## config.mk

```make
export PLATFORM = sky130hd
export DESIGN_NAME = kfq_ram
export DESIGN_NICKNAME = d
export VERILOG_FILES = /design/src/rtl/kfq_ram.sv
export SDC_FILE = /design/constraint.sdc
export NUM_CORES = 1
export LEC_CHECK = 0
export BUFFER_PORTS_ARGS = -buffer_cell sky130_fd_sc_hd__buf_4
export CAP_MARGIN = 15
export CORE_MARGIN = 3
export CORE_UTILIZATION = 59
export CTS_BUF_LIST = sky130_fd_sc_hd__clkbuf_8
export DETAILED_ROUTE_END_ITERATION = 10
export PLACE_DENSITY = 0.78
export REMOVE_ABC_BUFFERS = 1
export SYNTH_ARGS = -nofsm -noshare
export SYNTH_HDL_FRONTEND = slang
export SYNTH_SLANG_ARGS = --single-unit
```

## constraint.sdc

```tcl
create_clock -name clk -period 1.7 [get_ports clk]
set_input_delay 0.085 -clock clk [delete_from_list [all_inputs] [get_ports clk]]
set_output_delay 0.085 -clock clk [all_outputs]
set_load 0.1 [all_outputs]
```

## src/rtl/kfq_ram.sv

```systemverilog
module kfq_ram #(
	parameter int WIDTH = 8,
	parameter int DEPTH = 64
) (
	input  logic                     clk,
	input  logic                     we,
	input  logic [$clog2(DEPTH)-1:0] waddr,
	input  logic [WIDTH-1:0]         wdata,
	input  logic [$clog2(DEPTH)-1:0] raddr,
	output logic [WIDTH-1:0]         rdata
);

	logic [WIDTH-1:0] mem [DEPTH];

	always_ff @(posedge clk) begin
		if (we) begin
			mem[waddr] <= wdata;
		end
		rdata <= mem[raddr];
	end

endmodule

```

==> reports/metrics.cfg <==
[floorplan]
row_count=67
die_area_sq_um=36400
coreArea_sq_um=33600
fp.dieH_um=191
die_w_um=191
io_pins=30
start_util_pct=60.0

[synthesis]
synth_warnings=0
netlist_area_sq_um=20200
yosys_most_used_dff=edfxtp_1
synth_top_family_by_area=multiplexers
synth.distinct_cells=40
synth_area_per_cell_sq_um=21.5
synthArstFlopShare_pct=0
synth-simple-area-share_pct=3.39
post_synth_fa_ha_maj_area_fraction_pct=0
synth.area.mux_share_pct=15.9
synth-edff-count=512
synth_compound_area_share_pct=2.07
syn_inst=940
yosys.area_share.xor_xnor_pct=0
synth-seq-cells=520
ys_seq_area_share_pct=77.0

[sta]
final.min_clock_period_ns=1.82
fin_skew_ns=0.0235
worstMarginPinSlew_ns=0.716
rsz0062_at_grt=yes
final.period_utilization_pct=107
max_freq_ghz=0.550
relSlewSlack_pct=52.3
setup_viol=7
drv_slew=0
finalHoldViolCount=0
fin_ws_ns=-0.117

[routing]
drtPass1Iterations=5
drc_errors=0
drtAntennaViolNets=0
dr.first_iter.drc_count=1182
vias=10500
vias_per_cell=6.31
wire_per_inst_um=27.1
totalWireLength_mm=45.1

[critical_path]
cp-start-kind=flop
critPathCaptureType=flop
crit_type=flop to flop
cp_data_required_time_ns=2.21
cp_max_fo=1
critPathArrivalTime_ns=2.33
ff2ff_setup_slack_ns=-0.12

[power_and_ir_drop]
power_leakage_nw=7.81
max-vdd-ir-drop_mv=0.701
finalPower_mw=25.0
pwr_density_cell_nw_per_um2=1070

[cells_and_area]
diodes=0
layout_commonest_cell=edfxtp_1
layout-drive-gt1-share_pct=35.8
fillers=1974
final_cell_mix=edfxtp_1, buf_4, mux4_2
synthToLayoutAreaGrowth_pct=16.5
fin_nets=1186
seq_area_sq_um=15500
multi_input_area_sq_um=4450

[global_routing]
grt_max_degree=65
grt_antenna_before_repair=0
gr-usage-met1_pct=36.3
grt_remaining_overflow=0
grt_pass1_vias=10900
grt.total_usage_pct=25.9
gr-max-usage-layer=met2
grt_pass1_wl_mm=68.3
use_met3_pct=6.56
met2_usage_pct=40.7

[min_path]
hp-class=input port to flop

[clock_network]
cts_sinks=520
clock_latency_ns=0.62
htreeDepth=3
cts_root_buf=clkbuf_8
cts_buffers=80
clockBufferDepth=3
path_clk_slew_ns=0.06
cts_tree=done

[placement]
dpl_worst_slack_ns=-0.428
numPortBuffers=29
dp_hpwl_mm=28.7
gp_congestion=0.861

[status]
status=complete, but fails checks
violations=setup timing

[run]
cap_violations=0

final cells by class:
| cell class | count | area share, % |
|---|---|---|
| Timing Repair Buffer | 193 | 6.71 |
| Tap cell | 448 | 2.39 |
| Clock inverter | 51 | 0.990 |
| Clock buffer | 83 | 4.86 |
| Multi-Input combinational cell | 369 | 19.0 |
| Sequential cell | 520 | 66.1 |
cell usage after synthesis, types with 3 or more instances:
cell type,count,area share (%)
edfxtp_1,512,76
mux4_2,126,14
nor2_1,83,1.5
mux2i_1,23,1.1
nand2_1,19,0.35
clkbuf_1,17,0.32
nor2b_1,14,0.43
buf_4,13,0.48
mux2_2,13,0.73
nand3_1,13,0.32
buf_2,11,0.27
dfxtp_1,8,0.79
o221ai_1,8,0.35
o22ai_1,8,0.25
nand2b_1,7,0.22
nor3_1,7,0.17
a221oi_1,6,0.26
a211oi_1,4,0.15
buf_1,4,0.074
buf_6,4,0.22
a21oi_1,3,0.074
a22oi_1,3,0.11
nand3b_1,3,0.11
o2111ai_1,3,0.13
o2bb2ai_1,3,0.13
routing by layer:
metal	vias to the layer above	part of all wire, %	wire length (um)
met3	95	9.8	4430
met5	-	0	0
met4	0	2.6	1190
met2	569	49	22100
li1	4381	-	-
met1	5447	38	17300
worst max-delay path, stage by stage, from the launching register on:
cell and delay [ns]:
edfxtp_1 0.37, mux4_2 0.50, mux2_4 0.30, a221oi_4 0.31, buf_4 0.17, o2bb2ai_1 0.07
worst paths after layout:
kind / from / depth (start not counted) / to
setup / recovery: mem[45][2] / 5 / rdata[2]
hold / removal: wdata[0] / 1 / mem[55][0]
setup reg to reg: mem[45][2] / 5 / rdata[2]
hold reg to reg: mem[31][6] / 3 / rdata[6]
flip-flops by register name, summed over array words and instances, names as in the netlist:
name,count
rdata,8
mem,512
where the power goes:
group	internal (mW)	leakage, nW	switching (mW)
sequential	14.2	4.67	0.0579
combinational	0.668	2.34	1.04
clock	4.63	0.806	4.44
stage by stage:
step,cell area (sq um),TNS [ns],util [%],hold slack [ns],instances
after global placement,22000,-2.57,65.3,0.442,1527
after CTS,23500,-0.447,69.8,0.00708,1664
after global routing,23500,-0.887,69.9,0.0345,1664
after detailed placement,22000,-2.77,65.3,0.453,1527
final,23500,-0.504,69.9,0.0118,1664
after floorplan,19900,0,-,0.184,889
logic make-up (layout without fill, tap and decap cells):
family / Yosys count / count (layout)
simple gates: 153 / 153
mux: 162 / 162
buf+inv: 51 / 327
compound gates: 54 / 54
flops: 520 / 520
timing repair:
item,CTS,global route
resized for setup,22,6
endpoints found under the hold margin,35,0
setup buffers,0,0
endpoints found under the setup margin,8,8
hold buffers,4,0
pin swaps,6,3
Note: power is estimated with default switching activity, not from simulation.
